## src/rtl/core/external_interrupt_line_controller_core_macros.svh

```systemverilog
`ifndef EXTERNAL_INTERRUPT_LINE_CONTROLLER_CORE_MACROS_SVH
`define EXTERNAL_INTERRUPT_LINE_CONTROLLER_CORE_MACROS_SVH

// same-cycle implication, checked outside reset
`define EILC_ASSERT_NOW(label, ante, cons, msg) \
  label: assert property (@(posedge clk) disable iff (!rst_n) (ante) |-> (cons)) \
    else $error(msg);

// next-cycle implication, checked outside reset
`define EILC_ASSERT_NEXT(label, ante, cons, msg) \
  label: assert property (@(posedge clk) disable iff (!rst_n) (ante) |=> (cons)) \
    else $error(msg);

`endif

```

## src/rtl/core/eilc_pkg.sv

```systemverilog
package eilc_pkg;

  localparam int LINE_COUNT = 8;
  localparam int PIN_W      = 8;
  localparam int DATA_W     = 32;
  localparam int NIBBLE_W   = 4;
  localparam int CODE_W     = 3;

  typedef enum logic [1:0] {
    FUNC_TICK  = 2'd0,
    FUNC_READ  = 2'd1,
    FUNC_WRITE = 2'd2
  } func_t;

  typedef enum logic [1:0] {
    REG_CTRL = 2'd0,
    REG_MASK = 2'd1,
    REG_PEND = 2'd2
  } reg_sel_t;

  typedef enum logic [CODE_W-1:0] {
    TRIG_LOW  = 3'd0,
    TRIG_HIGH = 3'd1,
    TRIG_FALL = 3'd2,
    TRIG_RISE = 3'd3,
    TRIG_BOTH = 3'd4
  } trig_mode_t;

  typedef trig_mode_t [LINE_COUNT-1:0] mode_vec_t;
  typedef logic [LINE_COUNT-1:0] line_vec_t;

  typedef struct packed {
    func_t               func;
    reg_sel_t            sel;
    logic [DATA_W-1:0]   wdata;
    logic [PIN_W-1:0]    pins;
  } req_t;

  typedef struct packed {
    logic [DATA_W-1:0] rd_data;
    logic              irq;
  } rsp_t;

endpackage

```

## src/rtl/core/eilc_trig.sv

```systemverilog
module eilc_trig
  import eilc_pkg::*;
(
  input  mode_vec_t mode,
  input  line_vec_t pins_now,
  input  line_vec_t pins_prev,
  output line_vec_t fire
);

  always_comb begin
    fire = '0;
    for (int i = 0; i < LINE_COUNT; i++) begin
      case (mode[i])
        TRIG_LOW:  fire[i] = !pins_now[i];
        TRIG_HIGH: fire[i] = pins_now[i];
        TRIG_FALL: fire[i] = pins_prev[i] && !pins_now[i];
        TRIG_RISE: fire[i] = !pins_prev[i] && pins_now[i];
        TRIG_BOTH: fire[i] = pins_prev[i] != pins_now[i];
        default:   fire[i] = 1'b0;
      endcase
    end
  end

endmodule

```

## src/rtl/core/eilc_regs.sv

```systemverilog
module eilc_regs
  import eilc_pkg::*;
(
  input  logic clk,
  input  logic rst_n,
  input  logic en,
  input  req_t req,
  output rsp_t rsp,
  output logic irq_now
);

  mode_vec_t mode_r, mode_nxt;
  line_vec_t mask_r, mask_nxt;
  line_vec_t pend_r, pend_nxt;
  line_vec_t prev_r, prev_nxt;
  line_vec_t fire;
  line_vec_t pins_now;

  assign pins_now = req.pins[LINE_COUNT-1:0];

  eilc_trig u_trig (
    .mode      (mode_r),
    .pins_now  (pins_now),
    .pins_prev (prev_r),
    .fire      (fire)
  );

  always_comb begin
    mode_nxt    = mode_r;
    mask_nxt    = mask_r;
    pend_nxt    = pend_r;
    prev_nxt    = prev_r;
    rsp.rd_data = '0;
    unique case (req.func)
      FUNC_TICK: begin
        pend_nxt = pend_r | fire;
        prev_nxt = pins_now;
      end
      FUNC_READ: begin
        unique case (req.sel)
          REG_CTRL: begin
            for (int i = 0; i < LINE_COUNT; i++) begin
              rsp.rd_data[NIBBLE_W*i +: CODE_W] = mode_r[i];
            end
          end
          REG_MASK: rsp.rd_data = DATA_W'(mask_r);
          REG_PEND: rsp.rd_data = DATA_W'(pend_r);
          default:  rsp.rd_data = '0;
        endcase
      end
      FUNC_WRITE: begin
        unique case (req.sel)
          REG_CTRL: begin
            for (int i = 0; i < LINE_COUNT; i++) begin
              mode_nxt[i] = trig_mode_t'(req.wdata[NIBBLE_W*i +: CODE_W]);
            end
          end
          REG_MASK: mask_nxt = req.wdata[LINE_COUNT-1:0];
          // write one to clear
          REG_PEND: pend_nxt = pend_r & ~req.wdata[LINE_COUNT-1:0];
          default:  mask_nxt = mask_r;
        endcase
      end
      default: pend_nxt = pend_r;
    endcase
    rsp.irq = |(pend_nxt & ~mask_nxt);
  end

  assign irq_now = |(pend_r & ~mask_r);

  always_ff @(posedge clk) begin
    if (!rst_n) begin
      mode_r <= '{default: TRIG_LOW};
      mask_r <= '1;
      pend_r <= '0;
      prev_r <= '0;
    end else if (en) begin
      mode_r <= mode_nxt;
      mask_r <= mask_nxt;
      pend_r <= pend_nxt;
      prev_r <= prev_nxt;
    end
  end

endmodule

```

## src/rtl/core/external_interrupt_line_controller_core.sv

```systemverilog
// interrupt controller for eight external lines, driven by one request channel
// in_*: one request per accepted item: func 0 samples in_pin_levels, 1 reads the
//   register named by in_reg_select, 2 writes in_write_data to it
//   (trigger control nibbles, mask bits, pending bits write-one-to-clear)
// out_*: one result per request: out_read_data holds the register on a read and
//   zero otherwise, out_irq_out is high when a pending line is unmasked after it
// path: an accepted request passes the input register, then the register update
//   and the result register, which load together when stage one advances
// throughput: one request per cycle while out_stall is low; the register file
//   updates in one pass of trigger and decode logic; only out_stall can hold it
// stall: a result held by out_stall keeps its register; one more request is
//   still taken into the input register, after which in_stall rises
// reset: synchronous, active low; all lines low-level trigger, all masked,
//   nothing pending, previous pins zero, both stages empty
`include "external_interrupt_line_controller_core_macros.svh"

module external_interrupt_line_controller_core
  import eilc_pkg::*;
(
  input  logic              clk,
  input  logic              rst_n,
  input  logic              in_valid,
  output logic              in_stall,
  input  logic [1:0]        in_func,
  input  logic [1:0]        in_reg_select,
  input  logic [DATA_W-1:0] in_write_data,
  input  logic [PIN_W-1:0]  in_pin_levels,
  output logic              out_valid,
  input  logic              out_stall,
  output logic [DATA_W-1:0] out_read_data,
  output logic              out_irq_out
);

  logic s1_valid_r, s1_valid_nxt;
  req_t s1_req_r;
  logic s1_adv;
  logic out_valid_r, out_valid_nxt;
  rsp_t out_rsp_r;
  rsp_t rsp;
  logic irq_now;

  // stage one moves on when the result register is free or being emptied
  assign s1_adv   = !out_valid_r || !out_stall;
  assign in_stall = s1_valid_r && !s1_adv;

  always_comb begin
    s1_valid_nxt  = s1_valid_r;
    out_valid_nxt = out_valid_r;
    if (!in_stall) s1_valid_nxt = in_valid;
    if (s1_adv) out_valid_nxt = s1_valid_r;
  end

  always_ff @(posedge clk) begin
    if (!rst_n) begin
      s1_valid_r  <= 1'b0;
      out_valid_r <= 1'b0;
    end else begin
      s1_valid_r  <= s1_valid_nxt;
      out_valid_r <= out_valid_nxt;
    end
  end

  always_ff @(posedge clk) begin
    if (in_valid && !in_stall) begin
      s1_req_r.func  <= func_t'(in_func);
      s1_req_r.sel   <= reg_sel_t'(in_reg_select);
      s1_req_r.wdata <= in_write_data;
      s1_req_r.pins  <= in_pin_levels;
    end
    if (s1_valid_r && s1_adv) begin
      out_rsp_r <= rsp;
    end
  end

  eilc_regs u_regs (
    .clk     (clk),
    .rst_n   (rst_n),
    .en      (s1_valid_r && s1_adv),
    .req     (s1_req_r),
    .rsp     (rsp),
    .irq_now (irq_now)
  );

  assign out_valid     = out_valid_r;
  assign out_read_data = out_rsp_r.rd_data;
  assign out_irq_out   = out_rsp_r.irq;

  `EILC_ASSERT_NOW(a_stall_only_when_full, in_stall,
    s1_valid_r && out_valid_r && out_stall, "input stalled with room in the pipe")
  `EILC_ASSERT_NEXT(a_nonread_zero, s1_valid_r && s1_adv && s1_req_r.func != FUNC_READ,
    out_read_data == '0, "nonzero read data on a non-read request")
  `EILC_ASSERT_NEXT(a_irq_tracks_state, s1_valid_r && s1_adv,
    out_irq_out == irq_now, "irq result differs from register state")

endmodule
```

## config.mk

```make
export PLATFORM = sky130hd
export DESIGN_NAME = external_interrupt_line_controller_core
export DESIGN_NICKNAME = d
export VERILOG_FILES = /design/src/rtl/core/eilc_pkg.sv /design/src/rtl/core/eilc_trig.sv /design/src/rtl/core/eilc_regs.sv /design/src/rtl/core/external_interrupt_line_controller_core.sv
export VERILOG_INCLUDE_DIRS = /design/src /design/src/rtl/core
export SDC_FILE = /design/constraint.sdc
export NUM_CORES = 1
export LEC_CHECK = 0
export ABC_AREA = 1
export BUFFER_PORTS_ARGS = -buffer_cell sky130_fd_sc_hd__clkbuf_2
export CORE_MARGIN = 1.5
export CORE_UTILIZATION = 35
export DETAILED_ROUTE_END_ITERATION = 7
export GPL_TIMING_DRIVEN = 0
export PLACE_DENSITY_LB_ADDON = 0.08
export SYNTH_ARGS = -nofsm -noshare
export SYNTH_HDL_FRONTEND = slang
export SYNTH_SLANG_ARGS = --single-unit
export TNS_END_PERCENT = 50
```

## constraint.sdc

```tcl
create_clock -name clk -period 1.7 [get_ports clk]
set_input_delay 0.34 -clock clk [delete_from_list [all_inputs] [get_ports clk]]
set_output_delay 0.34 -clock clk [all_outputs]
set_load 0.05 [all_outputs]
```

**Yosys cells after proc, flatten, opt, wreduce, memory -nomap -nowiden**

Index checks and enable logic that the tools add are counted.

- Reduce and logical (&&, ||, !) cells: 54
- Bitwise operators: 5
- Equal/unequal tests: 44
- Multiplexer cells: 16

Operator list:

| cell | number |
|---|---|
| == test 3 x 2 -> 1 bit (second input constant) | 16 |
| one-hot mux 1 bit (5 select lines) | 8 |
| == test 3 x 1 -> 1 bit (second input constant) | 8 |
| == test 3 bit (second input constant) | 8 |
| zero test 3 bit | 8 |
| two-way mux 8 bit | 3 |
| zero test 1 bit | 20 |
| logical AND 1 bit | 19 |
| one-hot mux 3 bit (3 select lines) | 2 |
| AND 8 bit | 2 |
| NOT 8 bit | 2 |
| one-hot mux 8 bit (2 select lines) | 1 |
| != test 1 bit | 8 |
| OR 8 bit | 1 |
| OR reduction 8 bit | 1 |
| == test 2 x 1 -> 1 bit (second input constant) | 2 |
| == test 2 bit (second input constant) | 2 |
| zero test 2 bit | 2 |
| one-hot mux 1 bit (2 select lines) | 2 |
| AND reduction 2 bit | 2 |
| AND reduction 3 bit | 1 |
| logical OR 1 bit | 1 |

- Register bits after elaboration: 126
- Word-level logic and storage cells: 140
- Input port bits: 48

**Depth between registers and ports, before layout**

- Word-level depth: 7
- Gate-level depth with buffers: 14
- Mapped depth without buffers: 14

**By module**

From an unflattened synthesis, not the netlist that was laid out.

- Cell total of the unflattened synthesis: 632
- Area total of the unflattened synthesis: 5691.7 µm²

By module, submodules not included:

| module | sequential area each (µm²) | area an instance (µm²) | instances | cells each |
|---|---|---|---|---|
| eilc_regs | 960.9 | 2514.9 | 1 | 383 |
| external_interrupt_line_controller_core | 2352.3 | 2407.3 | 1 | 90 |
| eilc_trig | 0.0 | 769.5 | 1 | 159 |

**Least setup slack after synthesis**

Ideal clock, no wire load.

- Path type: register -> register
- Start point: reg out_valid_r (netlist: out_valid)
- End point: reg s1_req_r[0] (netlist bit), enable pin
- Required time: 1.271 ns
- Path slack: -0.864 ns
- Stages on the path, launching flop included: 6
- Period minus slack after synthesis: 2.564 ns
- Arrival: 2.135 ns
- Buffers on the path: 0
- Path through: dfxtp_1 -> nand2_1 -> nor2_1 -> inv_1 -> nand2_1 -> inv_1

- Cells in the longest elaborated chain, start to end: 6

RTL lines:

| what | line | source |
|---|---|---|
| start: declaration | external_interrupt_line_controller_core.sv:37 | `logic out_valid_r, out_valid_nxt;` |
| start signal: assignment | external_interrupt_line_controller_core.sv:59 | `out_valid_r <= out_valid_nxt;` |
| zero test 1 bit | external_interrupt_line_controller_core.sv:43 | `assign s1_adv = !out_valid_r \|\| !out_stall;` |
| logical OR 1 bit | external_interrupt_line_controller_core.sv:43 |  |
| zero test 1 bit | external_interrupt_line_controller_core.sv:44 | `assign in_stall = s1_valid_r && !s1_adv;` |
| logical AND 1 bit | external_interrupt_line_controller_core.sv:44 |  |
| via in_stall | external_interrupt_line_controller_core.sv:23 | `output logic in_stall,` |
| zero test 1 bit | external_interrupt_line_controller_core.sv:64 | `if (in_valid && !in_stall) begin` |
| logical AND 1 bit | external_interrupt_line_controller_core.sv:64 |  |
| end: declaration | external_interrupt_line_controller_core.sv:35 | `req_t s1_req_r;` |

The timed path passes the listed nets, and every way through them passes these cells.
A chain may end at the register's enable or synchronous reset.

==> impl_metrics.csv <==
group,metric,value,unit
place,placed_cells,799,
cells_and_area,stdcell_area,0.00644,mm2
detailed_routing,drcViolationCount,0,
die,ios,83,
timing,slew_viol_final,0,
clock_tree,clk_latency,0.41,ns
timing,setup_viol,0,
die,core,0.0140,mm2
place,placed_cell_area,0.00568,mm2
global_route,antenna_found_initial,0,
detailed_routing,avgRoutedWirePerCell,15.5,um
synth,synth_cell_type_count,25,
synth,ys_seq_elements,115,
critical_path,critPathLaunchType,"flip-flop",
pwr,p_per_area,1120,mW/mm2
timing,finalCritPeriodShare,0.983,
cells_and_area,fillers,1395,
die,die_y,123,um
outcome,status,"complete, no violations",
critical_path,crit_path_cell_trace,"ha_2 -> inv_1 -> nand2_1 -> nand3_1 -> nand2_1 -> nand2_1 -> nand2_2 -> nand2_2 -> nand2_2 -> nand2_1 -> nand2_1 -> nor2_1 -> nand2_1",
cells_and_area,multi_input_area,0.00175,mm2
timing,worst_pin_slew,0.629,ns
detailed_routing,drtAntennaViolNets,0,
die,rows,43,
global_route,grt_pass1_vias,3852,
cells_and_area,syn_to_final_growth,27.3,%
critical_path,worstPathMaxFanout,4,
pwr,peakVddDrop,736,uV
critical_path,path_common_cell,"nand2_1",
die,initial_core_util,0.362,
global_route,grt_pass1_wl,20.1,mm
detailed_routing,drt-total-wl,13.1,mm
critical_path,crit_arrival,1.82,ns
synth,async_flop_share,0,
synth,synth_cells,544,
timing,fin_skew,0.00998,ns
critical_path,timing_worst_setup_path_type,"flip-flop to flip-flop",
global_route,track_usage,0.184,
critical_path,cpPeakStageDelay,0.45,ns
clock_tree,clock_sinks,115,
critical_path,cp_data_required_time,1.85,ns
synth,synthTopCellsByCount,"nand2_1 (111), inv_1 (87), edfxtp_1 (65), a21oi_1 (50), dfxtp_1 (50)",
die,die_w,123,um
clock_tree,cts_tree,"done",
synth,syn_area,0.00506,mm2
detailed_routing,via_per_inst,4.75,
clock_tree,cts_buffer_depth,2,
timing,slew_headroom,0.580,
cells_and_area,diodes,0,
synth,synthMostInstantiatedCell,"nand2_1",
global_route,grt_overflow,0,
synth,synth_seq_area_share,0.584,
critical_path,critPathBufInv,1,
clock_tree,h-tree-depth,4,
detailed_routing,dr.pass1.iters,5,
place,place_hpwl,8.30,mm
synth,yosysWarnings,0,
place,routabilityCongestion,0.813,
global_route,grt_start_max_net_pins,20,
timing,rsz0062_at_grt,"true",
clock_tree,cts_buffers,17,
synth,synth_top_area_cell,"edfxtp_1",
hold_path,min_path_type,"input pin to flip-flop",
detailed_routing,drtIter0Drc,364,
pwr,p_leak,2.78,nW
synth,avgSynthCellArea,9.30,um2
clock_tree,root_buffer,"clkbuf_16",
critical_path,critPathTopFamily,"simple AND/OR/NAND/NOR gates",
synth,ys_top_cells_by_area,"edfxtp_1 (39%), dfxtp_1 (20%), nand2_1 (8.2%)",
critical_path,cp_slowest_cell,"edfxtp_1",
die,dieArea,0.0152,mm2
cells_and_area,fin_cells,845,
timing,hold_ws,0.0986,ns
timing,fmax,598,MHz
detailed_routing,vias,4011,
synth,synth_top_area_share,0.386,
timing,hold_violations,0,
synth,synth_edf_count,65,
clock_tree,clk_pin_slew,0.05,ns
cells_and_area,layout.area.seq,0.00296,mm2
synth,ys.flop_type,"edfxtp_1",
timing,layout_min_cycle_time,1.67,ns
critical_path,crit_path_end_kind,"flip-flop",
place,port_buffers,70,
cells_and_area,fin_nets,720,
job,drv_cap,0,
cells_and_area,drive_gt1_frac,0.253,
[state kept, by name, indices dropped and copies added, names as in the netlist]
signal	count
out_read_data	26
out_irq_out	1
u_regs.mask_r	8
out_valid	1
u_regs.pend_r	8
s1_valid_r	1
u_regs.mode_r	24
s1_req_r	38
u_regs.prev_r	8
[stage by stage]
| step | worst slack, ns | TNS, ns | util | power (mW) |
|---|---|---|---|---|
| final | 0.0285 | 0 | 0.460 | 7.18 |
| after detailed placement | -0.918 | -50.91 | 0.406 | 3.84 |
| after global placement | -0.909 | -47.74 | 0.406 | 3.83 |
| after global routing | -0.0986 | -0.444 | 0.460 | 7.48 |
| after floorplan | -0.192 | -9.58 | - | 3.63 |
| after CTS | -0.0521 | -0.484 | 0.451 | 7.20 |
[power breakdown]
part	switching, mW	leakage (nW)	internal [mW]
Clock	1.22	0.262	2.12
Combinational	0.478	1.49	0.216
Sequential	0.0691	1.04	3.08
Total	1.77	2.78	5.41
[area by class of cell]
cell class / count / share of cell area
plain buffers: 22 / 0.0231
clock buffers: 19 / 0.0672
clock inverters: 13 / 0.0183
inverters: 89 / 0.0536
multi-input cells: 322 / 0.271
flip-flops and latches: 115 / 0.459
well taps: 180 / 0.0350
repair buffers: 83 / 0.0696
repair inverters: 2 / 0.00233
[placed cells by master, fill, tap and decap left out, drive strengths merged]
cell type	instances
clkbuf	97
conb	6
nor2	34
clkinvlp	8
ha	20
inv	85
nand2	114
nand3	34
dfxtp	50
bufinv	2
o221ai	6
o22ai	2
clkinv	9
buf	27
o21ai	56
edfxtp	65
a21oi	50
[layer usage]
layer,vias up,share of wire,track usage
met5,-,0,0
met4,0,0.019,0.0711
li1,1993,-,-
met3,14,0.052,0.0549
met2,111,0.47,0.297
met1,1893,0.46,0.233
[worst register-to-register path, cell delays in order, from the launching register on]
cell      delay (ns)
edfxtp_1        0.45
ha_2            0.21
inv_1           0.04
nand2_1         0.05
nand3_1         0.08
nand2_1         0.05
nand2_1         0.06
nand2_2         0.09
nand2_2         0.07
nand2_2         0.05
nand2_1         0.05
nand2_1         0.04
nor2_1          0.08
nand2_1         0.08
[repair_timing]
item	in CTS	in global routing
resized for setup	9	35
pin swaps	2	15
endpoints found under the setup margin	117	44
cloned	2	0
buffers inserted	5	8
hold buffers	0	0
[cells by family after synthesis]
| family | synth area share |
|---|---|
| buffers and inverters | 0.0943 |
| other | 0.000741 |
| and+or+nand+nor | 0.152 |
| DFF | 0.584 |
| adders and majority gates | 0.0495 |
| AOI/OAI and AO/OA | 0.120 |
[final timing paths]
kind | to | cells after the start | from | slack [ns]
worst min-delay path | s1_req_r[4] | 1 | in_pin_levels[4] | 0.1
worst max-delay path | out_irq_out | 13 | s1_req_r[7] | 0.03
worst min register to register | u_regs.mask_r[0] | 2 | u_regs.mask_r[0] | 0.47
worst max register to register | out_irq_out | 13 | s1_req_r[7] | 0.03
(Power assumes the default switching activity.)
